File: src/rtl/spc_pkg.sv
// shared types and constants for the sprite camera projection block
package spc_pkg;

  localparam int SCREEN_W_DEF = 1024;
  localparam int TEX_RES_DEF  = 64;
  localparam int STORE_DEPTH  = 1024;
  localparam int DVD_W        = 47;
  localparam int DVS_W        = 33;

  typedef enum logic [1:0] {
    KIND_WRITE   = 2'd0,
    KIND_PROJECT = 2'd1,
    KIND_TEST    = 2'd2,
    KIND_NONE    = 2'd3
  } kind_e;

  typedef enum logic [2:0] {
    REG_DIR_X       = 3'd0,
    REG_DIR_Y       = 3'd1,
    REG_PLANE_X     = 3'd2,
    REG_PLANE_Y     = 3'd3,
    REG_PLAYER_X    = 3'd4,
    REG_PLAYER_Y    = 3'd5,
    REG_VIEW_HEIGHT = 3'd6,
    REG_HUD_TOP     = 3'd7
  } reg_e;

  typedef enum logic [1:0] {
    DIV_DEPTH  = 2'd0,
    DIV_CENTRE = 2'd1,
    DIV_HEIGHT = 2'd2,
    DIV_TEX    = 2'd3
  } div_op_e;

  typedef enum logic [3:0] {
    ST_IDLE,
    ST_MUL,
    ST_SUM,
    ST_DEPTH,
    ST_DEPTH_W,
    ST_CTR,
    ST_CTR_W,
    ST_HGT,
    ST_HGT_W,
    ST_PROJ_OUT,
    ST_TEX,
    ST_TEX_W,
    ST_TEST_OUT
  } state_e;

  typedef struct packed {
    logic    in_take;
    logic    mul_en;
    logic    sum_en;
    logic    div_start;
    logic    div_take;
    div_op_e div_op;
    logic    proj_commit;
    logic    test_commit;
  } spc_cmd_t;

  typedef struct packed {
    logic div_done;
    logic out_hold;
  } spc_sts_t;

endpackage

File: src/rtl/spc_ctrl.sv
// sequencer for write, project and test items
module spc_ctrl
  import spc_pkg::*;
(
  input  logic       clk_i,
  input  logic       rst_ni,
  input  logic       in_valid_i,
  input  logic [1:0] kind_i,
  output logic       in_stall_o,
  output spc_cmd_t   cmd_o,
  input  spc_sts_t   sts_i
);

  state_e state_q, state_d;

  always_ff @(posedge clk_i or negedge rst_ni) begin
    if (!rst_ni) begin
      state_q <= ST_IDLE;
    end else begin
      state_q <= state_d;
    end
  end

  always_comb begin
    state_d = state_q;
    cmd_o   = '0;
    cmd_o.div_op = DIV_DEPTH;
    unique case (state_q)
      ST_IDLE: begin
        if (in_valid_i) begin
          cmd_o.in_take = 1'b1;
          unique case (kind_e'(kind_i))
            KIND_PROJECT: state_d = ST_MUL;
            KIND_TEST:    state_d = ST_TEX;
            default:      state_d = ST_IDLE;
          endcase
        end
      end
      ST_MUL: begin
        cmd_o.mul_en = 1'b1;
        state_d = ST_SUM;
      end
      ST_SUM: begin
        cmd_o.sum_en = 1'b1;
        state_d = ST_DEPTH;
      end
      ST_DEPTH: begin
        cmd_o.div_op    = DIV_DEPTH;
        cmd_o.div_start = 1'b1;
        state_d = ST_DEPTH_W;
      end
      ST_DEPTH_W: begin
        cmd_o.div_op = DIV_DEPTH;
        if (sts_i.div_done) begin
          cmd_o.div_take = 1'b1;
          state_d = ST_CTR;
        end
      end
      ST_CTR: begin
        cmd_o.div_op    = DIV_CENTRE;
        cmd_o.div_start = 1'b1;
        state_d = ST_CTR_W;
      end
      ST_CTR_W: begin
        cmd_o.div_op = DIV_CENTRE;
        if (sts_i.div_done) begin
          cmd_o.div_take = 1'b1;
          state_d = ST_HGT;
        end
      end
      ST_HGT: begin
        cmd_o.div_op    = DIV_HEIGHT;
        cmd_o.div_start = 1'b1;
        state_d = ST_HGT_W;
      end
      ST_HGT_W: begin
        cmd_o.div_op = DIV_HEIGHT;
        if (sts_i.div_done) begin
          cmd_o.div_take = 1'b1;
          state_d = ST_PROJ_OUT;
        end
      end
      ST_PROJ_OUT: begin
        if (!sts_i.out_hold) begin
          cmd_o.proj_commit = 1'b1;
          state_d = ST_IDLE;
        end
      end
      ST_TEX: begin
        cmd_o.div_op    = DIV_TEX;
        cmd_o.div_start = 1'b1;
        state_d = ST_TEX_W;
      end
      ST_TEX_W: begin
        cmd_o.div_op = DIV_TEX;
        if (sts_i.div_done) begin
          cmd_o.div_take = 1'b1;
          state_d = ST_TEST_OUT;
        end
      end
      ST_TEST_OUT: begin
        if (!sts_i.out_hold) begin
          cmd_o.test_commit = 1'b1;
          state_d = ST_IDLE;
        end
      end
      default: state_d = ST_IDLE;
    endcase
  end

  assign in_stall_o = (state_q != ST_IDLE);

endmodule

File: config.mk
export PLATFORM = sky130hd
export DESIGN_NAME = spc_ctrl
export DESIGN_NICKNAME = d
export VERILOG_FILES = /design/src/rtl/spc_pkg.sv /design/src/rtl/spc_ctrl.sv
export SDC_FILE = /design/constraint.sdc
export NUM_CORES = 1
export LEC_CHECK = 0
export ABC_CLOCK_PERIOD_IN_PS = 3100
export BUFFER_PORTS_ARGS = -buffer_cell sky130_fd_sc_hd__buf_2
export CORE_AREA = 5 5 42 44
export CTS_BUF_LIST = sky130_fd_sc_hd__clkbuf_16
export DETAILED_ROUTE_END_ITERATION = 12
export DIE_AREA = 0 0 47 49
export HOLD_SLACK_MARGIN = 0.15
export SETUP_SLACK_MARGIN = 0.4
export SLEW_MARGIN = 20
export SYNTH_ARGS = -nofsm -noshare
export SYNTH_HDL_FRONTEND = slang
export SYNTH_SLANG_ARGS = --single-unit
File: constraint.sdc
create_clock -name clk_i -period 3.1 [get_ports clk_i]
set_input_delay 0.155 -clock clk_i [delete_from_list [all_inputs] [get_ports clk_i]]
set_output_delay 0.155 -clock clk_i [all_outputs]
set_load 0.03 [all_outputs]
# After elaboration in Yosys (flattened, before gate mapping)
# Cells that the tools add are included.
dict set report op_classes {
  eq_ne 20
  mux 19
  reduce_logical 9
}
# op count
set ops {}
lappend ops {{$pmux W4 S12} 1}
lappend ops {{$mux W4} 6}
lappend ops {{$eq A4 B4 Y1 const B} 5}
lappend ops {{$eq A4 B3 Y1 const B} 4}
lappend ops {{$ne A2 B2 Y1 const B} 6}
lappend ops {{$mux W1} 10}
lappend ops {{$eq A4 B2 Y1 const B} 2}
lappend ops {{$pmux W4 S2} 1}
lappend ops {{$reduce_or A2 Y1} 4}
lappend ops {{$reduce_or A4 Y1} 2}
lappend ops {{$pmux W2 S3} 1}
lappend ops {{$reduce_and A6 Y1} 1}
lappend ops {{$eq A4 B1 Y1 const B} 1}
lappend ops {{$logic_not A4 Y1} 1}
lappend ops {{$reduce_bool A4 Y1} 1}
lappend ops {{$eq A2 B1 Y1 const B} 1}
lappend ops {{$eq A2 B2 Y1 const B} 1}
dict set report word_totals {
  ff_bits 4
  output_inout_bits 10
}

# Longest topological paths before layout
dict set report logic_depth {
  ltp_word 4
  mapped_depth 5
  depth_no_buf 4
}

# Least setup slack after synthesis
# OpenSTA, ideal clock, no wires.
dict set report synth_path {
  path_type {reg-to-output}
  from {register state_q[0]}
  to {output port cmd_o[6] in the netlist's numbering}
  arrival_ns 1.580
  t_required_ns 2.945
  setup_slack_ns 1.365
  path_stages_with_launch 5
  n_path_buf 2
  cell_sequence {dfrtp_1 -> buf_6 -> clkbuf_8 -> or2b_2 -> nor3_1}
}
# item line
set synth_rtl {}
lappend synth_rtl {{start: declaration} spc_ctrl.sv:14} ;# state_e state_q, state_d;
lappend synth_rtl {{start signal: assignment} spc_ctrl.sv:20} ;# state_q <= state_d;
lappend synth_rtl {{end: declaration} spc_ctrl.sv:10} ;# output spc_cmd_t cmd_o,

==> results.md <==
- Final HPWL DP: 805 microns
- Arrival @ worst endpoint: 1.81 ns
- RSZ-0062 raised after global routing: no
- Seq/Total Area, Yosys: 20.6%
- Number of port buffers: 16
- Clk slew on worst S/H paths: 0.03 ns
- Vias in the first global route: 405
- Hold WC Path Type: in -> async
- Share of layout cells above drive strength 1: 38.0%
- Setup Buffers After CTS: 0
- I/O Pins: 17
- Fillers: 154
- Fin area: 614 sq um
- Remaining global-route overflow: 0
- CTS HTree Levels: 1
- Worst setup EP type: output pin
- Post-route setup TNS: 0 ns
- Final setup vio count: 0
- Largest register FFs: 4
- Die Footprint: 2300 sq um
- Most frequent cells in the layout: 16 x buf_2, 4 x nor2_1, 4 x nor3_1, 4 x o21ai_0, 4 x dfrtp_1
- Leak pwr: 0.293 nW
- Critical path's slowest cell: or4b_1
- Cts hold-fix bufs: 1
- GP Congestion: 0.705
- Setup crit start: state_q[0]
- Drt via density: 5.28
- Synth cell types: 31
- # resized after CTS: 0
- Syn-to-layout area delta: 26.2%
- Yosys warning count: 0
- Row count: 14
- Hold Fails Final Rpt: 0
- Pre-CTS setup slack: 1.21 ns
- Largest net degree at the start of global routing: 20
- CP Data Required Time: 2.94 ns
- Seq cells post-synth: 4
- Status: complete, no violations
- Initial antenna violation count: 0
- Die X: 47 microns
- Setup ws final: 1.13 ns
- Drt first pass iters: 2
- FF-to-FF End: state_q[3]
- Fin crit share: 63.4%
- Antenna Cells: 0
- Worst-case vdd ir drop: 0.466 mV
- Num Clock Sinks: 4
- Wirelength per Cell: 12.8 microns
- Clock skew: 0.00117 ns
- Vias: 459
- Core area: 1400 sq um
- CTS tree: done
- Post-synthesis cell area: 487 sq um
- MaxCap Viol Count: 0
- Final Slew Violations: 0
- P per Cell Area: 1250 nW/um^2
- Layout Utilization: 43.8%
- Routed Antenna Nets: 0
- Root buffer cell: clkbuf_16
- Total track usage: 11.5%
- Number of CTS-inserted buffers: 3
- Kind of critical path: reg -> out
- Slew margin rel.: 63.9%
- Synth Net Count: 63
- Clk buf depth: 2
- Nets: 80
- Drt first-iter violations: 2
- Starting Density: 34.7%
- Worst Setup EP: cmd_o[4]
- Tightest Pin Transition: 0.542 ns
- Drt total wl: 1.11 mm
- Fmax: 508 MHz
- Reg-to-reg setup timing slack: 1.17 ns
- Clk_lat worst skew: 0.22 ns
- Commonest non-fill, non-tap cell in the layout: buf_2
- First-pass GRT wire length: 1.87 mm
- Minimum clock period: 1.97 ns
- Regs by FF count: state_q x4
- Worst path cell trace: or4b_1 > o211ai_2 > and2_1 > buf_2
- Critical Path Start Type: register
- Remaining routing DRC violations: 0
- Synth Instances: 56
- Tot Pwr: 769 uW
- CP peak stage delay: 0.59 ns
- Worst reg2reg path depth: 4
- Mean Syn Cell Area: 8.69 sq um
- Largest register by flop count: state_q
- Area post-placement: 529 sq um
- Crit-path max FO: 19
- Die height: 49 microns
- RR Startpoint: state_q[0]
## logic make-up (layout without fill, tap and decap cells)
family                 Yosys count  after routing  synth area share [%]
buffers and inverters            8             23                  14.1
and+or+nand+nor                 25             25                  32.7
AOI/OAI and AO/OA               15             15                  23.7
DFF                              4              4                  20.6
muxes                            4              4                  9.00
## Yosys cell counts (all sizes together)
cell     n  share of area (%)
buf      3                6.2
nor3     4                4.1
a21oi    1                1.8
o32ai    1                1.8
a21o     2                3.1
nand4b   3                5.4
o21ba    1                2.1
or4b     1                2.1
inv      3                2.3
a31oi    1                1.3
o211ai   2                4.1
nand2b   1                1.3
o21ai    4                4.1
clkbuf   2                5.7
and3b    1                2.1
nand2    3                2.3
and3     1                1.3
mux2     3                6.9
mux2i    1                2.1
and2     2                2.8
nor2b    1                1.3
o2111ai  1                1.8
or4      1                1.5
a2111oi  1                1.8
o221ai   1                1.8
or2b     3                5.4
dfrtp    4                 21
nor2     4                3.1
## layout make-up
cell class	count	area, sq um	share of cell area, %
inverter	3	11.3	1.83
sequential	4	100	16.3
multi-input combinational	44	318	51.7
timing repair buffer	17	90.1	14.7
clock buffer	3	75.1	12.2
tap	16	20.0	3.26
## worst max-delay path: cells and delay by family, from the launching register on
family	cells	cell delay [ns]
flops	1	0.56
buf+inv	1	0.19
compound gates	1	0.11
simple gates	2	0.73
## through the flow
stage	hold WS [ns]	std cells
after floorplan	-0.141	56
after global placement	-0.0369	83
after detailed placement	-0.0370	83
after CTS	0.264	87
after global routing	0.278	87
final	0.266	87
## metal layers
metal  vias up  routed length (microns)  part of all wire [%]  global-route usage (%)
li1        240                        -                     -                       -
met1       212                      451                    41                    14.1
met2         7                      615                    55                    15.4
met3         0                       44                   4.0                    5.90
met4         0                        0                     0                    6.91
met5         -                        0                     0                       0
## worst min path at each step
stage | start | endpoint | slack [ns] | cells after the start
6_report | rst_ni | state_q[3] | 0.27 | 2
3_3_place_gp | rst_ni | state_q[2] | -0.04 | 1
5_1_grt | rst_ni | state_q[3] | 0.28 | 2
3_5_place_dp | rst_ni | state_q[3] | -0.04 | 1
2_1_floorplan | rst_ni | state_q[0] | -0.14 | 0
4_1_cts | rst_ni | state_q[3] | 0.26 | 2
## power breakdown
group          internal, mW  switching, mW  leakage, nW
Clock                 0.164         0.0332       0.0370
Sequential           0.0777         0.0927       0.0495
Combinational         0.169          0.232        0.206
Total                 0.411          0.358        0.293
No activity file was read; power rests on OpenSTA's default activity.
